<file path="config.mk">
export PLATFORM = sky130hd
export DESIGN_NAME = sd_spi_command_engine
export DESIGN_NICKNAME = d
export VERILOG_FILES = /design/src/rtl/sdspi_pkg.sv /design/src/rtl/sdspi_regs.sv /design/src/rtl/sd_spi_command_engine.sv
export VERILOG_INCLUDE_DIRS = /design/src /design/src/rtl
export SDC_FILE = /design/constraint.sdc
export NUM_CORES = 1
export LEC_CHECK = 0
export ABC_CLOCK_PERIOD_IN_PS = 3550
export BUFFER_PORTS_ARGS = -buffer_cell sky130_fd_sc_hd__buf_2
export CAP_MARGIN = 15
export CORE_ASPECT_RATIO = 0.8
export CORE_MARGIN = 2
export CORE_UTILIZATION = 30
export DETAILED_ROUTE_END_ITERATION = 10
export PLACE_DENSITY = 0.54
export SLEW_MARGIN = 20
export SYNTH_ARGS = -nofsm -noshare
export SYNTH_HDL_FRONTEND = slang
export SYNTH_SLANG_ARGS = --single-unit
</file>
<file path="constraint.sdc">
create_clock -name clk -period 3.55 [get_ports clk]
set_input_delay 0.355 -clock clk [delete_from_list [all_inputs] [get_ports clk]]
set_output_delay 0.355 -clock clk [all_outputs]
set_load 0.05 [all_outputs]
</file>
<file path="src/rtl/sd_spi_command_engine_macros.svh">
// Assertion helpers for the SD SPI command engine.
`ifndef SD_SPI_COMMAND_ENGINE_MACROS_SVH
`define SD_SPI_COMMAND_ENGINE_MACROS_SVH

`ifndef SYNTHESIS

`define SDSPI_ASSERT_IMP(lbl, ante, cons, msg) \
  lbl: assert property (@(posedge clk) disable iff (rst) (ante) |-> (cons)) \
    else $error(msg);

`define SDSPI_ASSERT_NEXT(lbl, ante, cons, msg) \
  lbl: assert property (@(posedge clk) disable iff (rst) (ante) |=> (cons)) \
    else $error(msg);

`else

`define SDSPI_ASSERT_IMP(lbl, ante, cons, msg)

`define SDSPI_ASSERT_NEXT(lbl, ante, cons, msg)

`endif

`endif

</file>
<file path="src/rtl/sdspi_pkg.sv">
package sdspi_pkg;

  localparam int MAX_BLOCK_BYTES_DEF = 512;

  localparam int POLL_W     = 17;
  localparam int RESP_LIM_W = 8;
  localparam int DLEN_W     = 10;
  localparam int FRAME_W    = 48;

  localparam int APB_ADDR_W = 4;
  localparam int APB_DATA_W = 32;

  localparam logic [7:0] FILL_BYTE = 8'hFF;
  localparam logic [7:0] CMD_MARK  = 8'h40;
  localparam logic [2:0] FRAME_BYTES = 3'd6;

  localparam logic OP_START = 1'b0;
  localparam logic OP_RX    = 1'b1;

  localparam logic [2:0] ST_OK         = 3'd0;
  localparam logic [2:0] ST_READY_TO   = 3'd1;
  localparam logic [2:0] ST_RESP_TO    = 3'd2;
  localparam logic [2:0] ST_NONZERO_R1 = 3'd3;
  localparam logic [2:0] ST_TOKEN_TO   = 3'd4;

  localparam logic [1:0] REG_READY_LIMIT = 2'd0;
  localparam logic [1:0] REG_RESP_LIMIT  = 2'd1;
  localparam logic [1:0] REG_TOKEN_LIMIT = 2'd2;
  localparam logic [1:0] REG_START_TOKEN = 2'd3;

  localparam logic [POLL_W-1:0]     READY_LIMIT_RST = 17'd256;
  localparam logic [RESP_LIM_W-1:0] RESP_LIMIT_RST  = 8'd10;
  localparam logic [POLL_W-1:0]     TOKEN_LIMIT_RST = 17'd65536;
  localparam logic [7:0]            START_TOKEN_RST = 8'hFE;

  typedef enum logic [3:0] {
    PH_IDLE  = 4'd0,
    PH_READY = 4'd1,
    PH_FRAME = 4'd2,
    PH_RESP  = 4'd3,
    PH_TOKEN = 4'd4,
    PH_DATA  = 4'd5,
    PH_CRC1  = 4'd6,
    PH_CRC2  = 4'd7,
    PH_TRAIL = 4'd8
  } phase_t;

  typedef struct packed {
    logic              opcode;
    logic [5:0]        command_index;
    logic [31:0]       argument;
    logic [7:0]        crc_byte;
    logic [DLEN_W-1:0] data_length;
    logic [7:0]        rx_byte;
  } in_item_t;

  typedef struct packed {
    logic       tx_valid;
    logic [7:0] tx_byte;
    logic       card_select;
    logic       data_valid;
    logic [7:0] data_byte;
    logic       done_res;
    logic [2:0] status;
    logic [7:0] response;
  } out_item_t;

  typedef struct packed {
    logic [POLL_W-1:0]     ready_limit;
    logic [RESP_LIM_W-1:0] resp_limit;
    logic [POLL_W-1:0]     token_limit;
    logic [7:0]            start_token;
  } cfg_t;

endpackage

</file>
<file path="src/rtl/sdspi_regs.sv">
module sdspi_regs
  import sdspi_pkg::*;
(
  input  logic                  clk,
  input  logic                  rst,
  input  logic                  psel,
  input  logic                  penable,
  input  logic                  pwrite,
  input  logic [APB_ADDR_W-1:0] paddr,
  input  logic [APB_DATA_W-1:0] pwdata,
  output logic [APB_DATA_W-1:0] prdata,
  output logic                  pready,
  output cfg_t                  cfg
);

  logic [1:0] reg_idx;
  logic       wr_en;

  assign reg_idx = paddr[APB_ADDR_W-1:2];
  assign pready  = 1'b1;
  assign wr_en   = psel && penable && pwrite && pready;

  always_ff @(posedge clk) begin
    if (rst) begin
      cfg.ready_limit <= READY_LIMIT_RST;
      cfg.resp_limit  <= RESP_LIMIT_RST;
      cfg.token_limit <= TOKEN_LIMIT_RST;
      cfg.start_token <= START_TOKEN_RST;
    end else if (wr_en) begin
      unique case (reg_idx)
        REG_READY_LIMIT: cfg.ready_limit <= pwdata[POLL_W-1:0];
        REG_RESP_LIMIT:  cfg.resp_limit  <= pwdata[RESP_LIM_W-1:0];
        REG_TOKEN_LIMIT: cfg.token_limit <= pwdata[POLL_W-1:0];
        REG_START_TOKEN: cfg.start_token <= pwdata[7:0];
        default: ;
      endcase
    end
  end

  always_comb begin
    unique case (reg_idx)
      REG_READY_LIMIT: prdata = APB_DATA_W'(cfg.ready_limit);
      REG_RESP_LIMIT:  prdata = APB_DATA_W'(cfg.resp_limit);
      REG_TOKEN_LIMIT: prdata = APB_DATA_W'(cfg.token_limit);
      REG_START_TOKEN: prdata = APB_DATA_W'(cfg.start_token);
      default:         prdata = '0;
    endcase
  end

endmodule

</file>
<file path="src/rtl/sd_spi_command_engine.sv">
// SPI-mode SD card command engine. A start item loads the command frame and
// selects the card; every later item hands in the byte received in the
// exchange the last result asked for, and each item yields exactly one result
// (next byte to send, chip select level, a data byte, or end of transaction
// with status and the R1 response). One item is taken per clock unless in_stall
// holds it off; its result is registered. The result register is backed by
// a one-entry skid stage, so input stall depends only on that stage being
// full and never combinationally on output stall.
`include "sd_spi_command_engine_macros.svh"

module sd_spi_command_engine
  import sdspi_pkg::*;
#(
  parameter int MAX_BLOCK_BYTES = MAX_BLOCK_BYTES_DEF
) (
  input  logic                  clk,
  input  logic                  rst,
  input  logic                  in_valid,
  output logic                  in_stall,
  input  in_item_t              in_data,
  output logic                  out_valid,
  input  logic                  out_stall,
  output out_item_t             out_data,
  input  logic                  psel,
  input  logic                  penable,
  input  logic                  pwrite,
  input  logic [APB_ADDR_W-1:0] paddr,
  input  logic [APB_DATA_W-1:0] pwdata,
  output logic [APB_DATA_W-1:0] prdata,
  output logic                  pready
);

  localparam int LEN_W = $clog2(MAX_BLOCK_BYTES + 1);
  localparam int CMP_W = (LEN_W > DLEN_W) ? LEN_W : DLEN_W;

  cfg_t cfg;

  sdspi_regs u_regs (
    .clk     (clk),
    .rst     (rst),
    .psel    (psel),
    .penable (penable),
    .pwrite  (pwrite),
    .paddr   (paddr),
    .pwdata  (pwdata),
    .prdata  (prdata),
    .pready  (pready),
    .cfg     (cfg)
  );

  phase_t              phase, phase_next;
  logic [POLL_W-1:0]   poll_count, poll_next;
  logic [LEN_W-1:0]    byte_index, byte_index_next;
  logic [2:0]          frame_idx, frame_idx_next;
  logic [FRAME_W-1:0]  frame_store, frame_store_next;
  logic [LEN_W-1:0]    length_store, length_store_next;
  logic                select_flag, select_flag_next;
  logic [7:0]          response_store, response_store_next;

  out_item_t           res;
  out_item_t           skid_data;
  logic                skid_valid;
  logic                accept;

  logic [POLL_W-1:0]   poll_inc;
  logic [LEN_W-1:0]    byte_inc;
  logic [CMP_W-1:0]    len_ext;
  logic [LEN_W-1:0]    len_sat;
  logic                rx_ff, ready_to, resp_to, token_hit, token_to, frame_more;
  logic                len_zero;

  assign in_stall = skid_valid;
  assign accept   = in_valid && !skid_valid;

  assign poll_inc   = poll_count + POLL_W'(1);
  assign byte_inc   = byte_index + LEN_W'(1);
  assign len_ext    = CMP_W'(in_data.data_length);
  assign len_sat    = (len_ext > CMP_W'(MAX_BLOCK_BYTES)) ? LEN_W'(MAX_BLOCK_BYTES)
                                                          : LEN_W'(len_ext);
  assign rx_ff      = (in_data.rx_byte == FILL_BYTE);
  assign ready_to   = (poll_inc >= cfg.ready_limit);
  assign resp_to    = (poll_inc > POLL_W'(cfg.resp_limit));
  assign token_hit  = (in_data.rx_byte == cfg.start_token);
  assign token_to   = (poll_inc >= cfg.token_limit);
  assign frame_more = (frame_idx < FRAME_BYTES);
  assign len_zero   = (length_store == '0);

  // next state
  always_comb begin
    phase_next          = phase;
    poll_next           = poll_count;
    byte_index_next     = byte_index;
    frame_idx_next      = frame_idx;
    frame_store_next    = frame_store;
    length_store_next   = length_store;
    select_flag_next    = select_flag;
    response_store_next = response_store;
    if (in_data.opcode == OP_START) begin
      frame_store_next    = {CMD_MARK | {2'b00, in_data.command_index},
                             in_data.argument, in_data.crc_byte};
      length_store_next   = len_sat;
      response_store_next = '0;
      poll_next           = '0;
      byte_index_next     = '0;
      frame_idx_next      = '0;
      select_flag_next    = 1'b1;
      phase_next          = PH_READY;
    end else begin
      unique case (phase)
        PH_READY: begin
          if (rx_ff) begin
            phase_next       = PH_FRAME;
            frame_idx_next   = 3'd1;
            frame_store_next = frame_store << 8;
          end else begin
            poll_next = poll_inc;
            if (ready_to) begin
              select_flag_next = 1'b0;
              phase_next       = PH_IDLE;
            end
          end
        end
        PH_FRAME: begin
          if (frame_more) begin
            frame_idx_next   = frame_idx + 3'd1;
            frame_store_next = frame_store << 8;
          end else begin
            phase_next = PH_RESP;
            poll_next  = '0;
          end
        end
        PH_RESP: begin
          poll_next = poll_inc;
          if (resp_to) begin
            select_flag_next = 1'b0;
            phase_next       = PH_IDLE;
          end else if (!rx_ff) begin
            response_store_next = in_data.rx_byte;
            if (len_zero) begin
              phase_next = PH_IDLE;
            end else if (in_data.rx_byte != 8'h00) begin
              select_flag_next = 1'b0;
              phase_next       = PH_IDLE;
            end else begin
              phase_next = PH_TOKEN;
              poll_next  = '0;
            end
          end
        end
        PH_TOKEN: begin
          if (token_hit) begin
            phase_next      = PH_DATA;
            byte_index_next = '0;
          end else begin
            poll_next = poll_inc;
            if (token_to) begin
              select_flag_next = 1'b0;
              phase_next       = PH_IDLE;
            end
          end
        end
        PH_DATA: begin
          byte_index_next = byte_inc;
          if (byte_inc >= length_store) phase_next = PH_CRC1;
        end
        PH_CRC1: phase_next = PH_CRC2;
        PH_CRC2: begin
          phase_next       = PH_TRAIL;
          select_flag_next = 1'b0;
        end
        PH_TRAIL: phase_next = PH_IDLE;
        default:  phase_next = PH_IDLE;
      endcase
    end
  end

  // result
  always_comb begin
    res             = '0;
    res.card_select = select_flag_next;
    res.response    = response_store_next;
    if (in_data.opcode == OP_START) begin
      res.tx_valid = 1'b1;
      res.tx_byte  = FILL_BYTE;
    end else begin
      unique case (phase)
        PH_READY: begin
          if (rx_ff) begin
            res.tx_valid = 1'b1;
            res.tx_byte  = frame_store[FRAME_W-1 -: 8];
          end else if (ready_to) begin
            res.done_res = 1'b1;
            res.status   = ST_READY_TO;
          end else begin
            res.tx_valid = 1'b1;
            res.tx_byte  = FILL_BYTE;
          end
        end
        PH_FRAME: begin
          res.tx_valid = 1'b1;
          res.tx_byte  = frame_more ? frame_store[FRAME_W-1 -: 8] : FILL_BYTE;
        end
        PH_RESP: begin
          if (resp_to) begin
            res.done_res = 1'b1;
            res.status   = ST_RESP_TO;
          end else if (rx_ff) begin
            res.tx_valid = 1'b1;
            res.tx_byte  = FILL_BYTE;
          end else if (len_zero) begin
            res.done_res = 1'b1;
            res.status   = ST_OK;
          end else if (in_data.rx_byte != 8'h00) begin
            res.done_res = 1'b1;
            res.status   = ST_NONZERO_R1;
          end else begin
            res.tx_valid = 1'b1;
            res.tx_byte  = FILL_BYTE;
          end
        end
        PH_TOKEN: begin
          if (!token_hit && token_to) begin
            res.done_res = 1'b1;
            res.status   = ST_TOKEN_TO;
          end else begin
            res.tx_valid = 1'b1;
            res.tx_byte  = FILL_BYTE;
          end
        end
        PH_DATA: begin
          res.tx_valid   = 1'b1;
          res.tx_byte    = FILL_BYTE;
          res.data_valid = 1'b1;
          res.data_byte  = in_data.rx_byte;
        end
        PH_CRC1, PH_CRC2: begin
          res.tx_valid = 1'b1;
          res.tx_byte  = FILL_BYTE;
        end
        PH_TRAIL: begin
          res.done_res = 1'b1;
          res.status   = ST_OK;
        end
        default: ;
      endcase
    end
  end

  always_ff @(posedge clk) begin
    if (rst) begin
      phase          <= PH_IDLE;
      poll_count     <= '0;
      byte_index     <= '0;
      frame_idx      <= '0;
      frame_store    <= '0;
      length_store   <= '0;
      select_flag    <= 1'b0;
      response_store <= '0;
    end else if (accept) begin
      phase          <= phase_next;
      poll_count     <= poll_next;
      byte_index     <= byte_index_next;
      frame_idx      <= frame_idx_next;
      frame_store    <= frame_store_next;
      length_store   <= length_store_next;
      select_flag    <= select_flag_next;
      response_store <= response_store_next;
    end
  end

  // result register with skid stage
  always_ff @(posedge clk) begin
    if (rst) begin
      out_valid  <= 1'b0;
      skid_valid <= 1'b0;
    end else if (!out_valid || !out_stall) begin
      if (skid_valid) begin
        out_valid  <= 1'b1;
        skid_valid <= 1'b0;
      end else begin
        out_valid <= accept;
      end
    end else if (accept) begin
      skid_valid <= 1'b1;
    end
  end

  always_ff @(posedge clk) begin
    if (!out_valid || !out_stall) begin
      out_data <= skid_valid ? skid_data : res;
    end else if (accept) begin
      skid_data <= res;
    end
  end

  `SDSPI_ASSERT_IMP(a_skid_needs_out, skid_valid, out_valid, "skid full while result empty")
  `SDSPI_ASSERT_NEXT(a_skid_drains, skid_valid, out_valid, "skid transfer lost")
  `SDSPI_ASSERT_IMP(a_frame_selected, phase == PH_FRAME, select_flag, "frame sent deselected")
  `SDSPI_ASSERT_IMP(a_trail_deselected, phase == PH_TRAIL, !select_flag, "trail byte selected")

endmodule

</file>
==> flow_summary.yaml <==
run_status:
  status: "finished, violations left"
  failed_checks: "setup timing"
timing:
  max-slew-margin-rel_pct: 47.8
  hold_viol: 0
  period_minus_slack_ns: 3.60
  tightestPinTransition_ns: 0.782
  skew_ns: 0.0150
  rsz0062_at_grt: "true"
  setup_ws_ns: -0.0488
  timing.final.crit_share_pct: 101
  drv_slew: 0
  fmax_mhz: 278
  setup_viol: 25
  hold_ws_ns: 0.0579
place:
  place_ws_ns: -0.263
  io_buffers: 140
  dp_hpwl_mm: 23.1
  dpl_cell_area_sq_um: 13000
  place.gp.congestion: 0.881
route:
  routed_via_density: 4.97
  drc: 0
  antenna_left: 0
  dr_total_vias: 9593
  dr.pass1.iters: 5
  routed_wl_mm: 32.5
  wl_per_cell_um: 16.8
  drt-initial-drc-count: 655
power:
  intPower_mw: 4.64
  p_per_area_nw_per_um2: 428
  p_leak_nw: 6.20
  peakVddDrop_mv: 0.347
  p_seq_share_pct: 42.5
  switching_share_pct: 25.7
  comb_power_share_pct: 11.1
  switchingPower_mw: 1.61
  p_clk_share_pct: 46.4
  finalPower_mw: 6.24
worst_setup_path:
  cp_slowest_cell: "a2111o_1"
  startpoint_type: "register"
  cp_cell_sequence: "nand4_1, nor2_2, xnor2_2, ha_4, a2111oi_4, o21ai_1, o221a_2, a2111o_1, buf_6, nor4_4, buf_6, mux2_4, nand2_4, o21ai_1"
  required_ns: 3.85
  worstPathArrival_ns: 3.90
  crit_buf_inv: 2
  path_max_fanout: 7
  end_kind: "register"
  path_class: "register to register"
  critPathMaxStageDelay_ns: 0.39
  crit_family: "compound AO/OA/AOI/OAI gates"
synthesis:
  yosysWarnings: 0
  avgSynthCellArea_sq_um: 9.23
  synth_edf_count: 62
  netlist.top_cell.by_area: "dfxtp_1"
  synth_area_leaders: "dfxtp_1, edfxtp_1, mux2i_1"
  ys_seq_elements: 215
  synth_area_sq_um: 11300
  synth_top_cell_area_share_pct: 27.2
  yosysSeqAreaShare_pct: 43.7
  async_flop_share_pct: 0
  netlist_instances: 1221
  synth.distinct_cells: 71
  ys.flop_type: "dfxtp_1"
final_layout:
  layout_common_cells: "nand2_1, dfxtp_1, buf_2, nor2_1, buf_4"
  fin_area_sq_um: 14600
  nets: 1585
  final_common_cell: "nand2_1"
  drive_above_1_share_pct: 28.0
  area_growth_pct: 29.3
  antenna_cells: 0
clock_tree:
  clock_sinks: 215
  htree_levels: 1
  clk_path_buf_depth: 3
  numCtsBuffers: 26
  cts_tree: "yes"
  clk_latency_ns: 0.55
  clkSlewWorstSetupHoldPaths_ns: 0.06
  cts_root_buffer: "clkbuf_16"
floorplan:
  ioPinCount: 174
  die_width_um: 221
  rows: 63
  initial_core_util_pct: 30.4
  core_area_sq_um: 37000
  die_y_um: 177
  die_area_sq_um: 39200
global_route:
  grt_first_pass_wirelength_mm: 50.4
  antenna_found_initial: 0
  grt-ovfl-total: 0
  track_usage_pct: 16.2
  grt_pass1_vias: 8920
  grt_max_degree: 104
min_path:
  min_path_type: "input port to register"
run:
  cap_violations: 0
worst min-delay path, delay by kind of cell:
kind / cells / cell delay [ns]
AOI/OAI and AO/OA: 1 / 0.06
and+or+nand+nor: 1 / 0.07
buffers and inverters: 1 / 0.08
state kept, by name (all words and copies together) (netlist names), 3 cells and up:
register	count
frame_store	48
response_store	8
poll_count	17
phase	4
byte_index	10
frame_idx	3
length_store	10
skid_data	31
u_regs.cfg	50
out_data	31
synthesized netlist by cell type (5+ instances only):
master	count
nand4_1	18
o21ai_0	27
a21o_1	7
nand3b_1	10
inv_1	62
a21oi_1	79
nor3b_1	7
mux2i_1	65
dfxtp_1	153
edfxtp_1	62
nor4_1	13
a31oi_1	11
o211ai_1	7
xor2_1	23
xnor2_1	12
nor2_1	125
nand2_1	165
buf_4	16
clkbuf_1	59
mux2_2	19
nand2b_1	7
ha_1	51
nor2b_1	8
and2_1	11
mux4_2	8
or3_1	6
o31ai_1	5
a22oi_1	26
a211oi_1	43
o22ai_1	6
a2bb2oi_1	9
and3_1	13
nor3_1	8
nand3_1	19
final timing paths:
path	from	to	slack (ns)	cells after the start
worst min-delay path	in_data[24]	frame_store[6]$_SDFFE_PP0P_	0.06	3
worst max register to register	poll_count[3]$_SDFFE_PP0P_	out_data[5]$_DFFE_PP_	-0.05	14
worst min register to register	frame_store[46]$_SDFFE_PP0P_	frame_store[46]$_SDFFE_PP0P_	0.45	2
worst max-delay path	poll_count[3]$_SDFFE_PP0P_	out_data[5]$_DFFE_PP_	-0.05	14
layer usage:
metal | GRT usage, % | vias up | routed length (um)
li1 | - | 4761 | -
met1 | 24.5 | 4549 | 16000
met2 | 23.3 | 241 | 13800
met3 | 3.19 | 42 | 2030
met4 | 3.53 | 0 | 603
met5 | 0 | - | 0
through the flow:
| step | instances | utilization (%) | setup TNS [ns] |
|---|---|---|---|
| after floorplan | 1235 | - | 0 |
| after global placement | 1868 | 35.1 | -5.49 |
| after detailed placement | 1868 | 35.1 | -9.44 |
| after CTS | 1922 | 38.0 | -2.91 |
| after global routing | 1931 | 39.4 | -4.84 |
| final | 1931 | 39.4 | -0.464 |
final cells by class:
class,count,area (sq um)
fill,3719,22500
clock inverter,17,258
timing repair buffer,244,1560
tap,487,609
multi-input combinational,875,6310
clock buffer,29,672
inverter,64,240
sequential,215,4930
power groups by stage:
stage                     registers, mW  clock network, mW  logic, mW
final                              2.65               2.90      0.696
after global routing               2.66               3.08      0.754
after CTS                          2.65               2.97      0.677
after detailed placement           2.71                  0      0.664
after global placement             2.71                  0      0.657
after floorplan                    2.79                  0      0.371
cells by family (layout without fill, tap and decap cells):
logic type | Yosys count | after routing | synth area share, %
adder cells (fa/ha/maj) | 51 | 51 | 5.66
other | 2 | 16 | 0.0666
buffers and inverters | 145 | 354 | 5.41
XOR/XNOR | 36 | 36 | 2.92
AND/OR/NAND/NOR | 424 | 424 | 17.9
flip-flops | 215 | 215 | 43.7
multiplexers | 92 | 92 | 9.27
AO/OA/AOI/OAI | 256 | 256 | 15.1
repair_timing:
action	4_1_cts	5_1_grt
pin swaps	11	34
hold buffers	0	0
resized for setup	20	94
buffers inserted	8	10
endpoints found under the setup margin	70	72
Power figures use the tool's default switching activity.
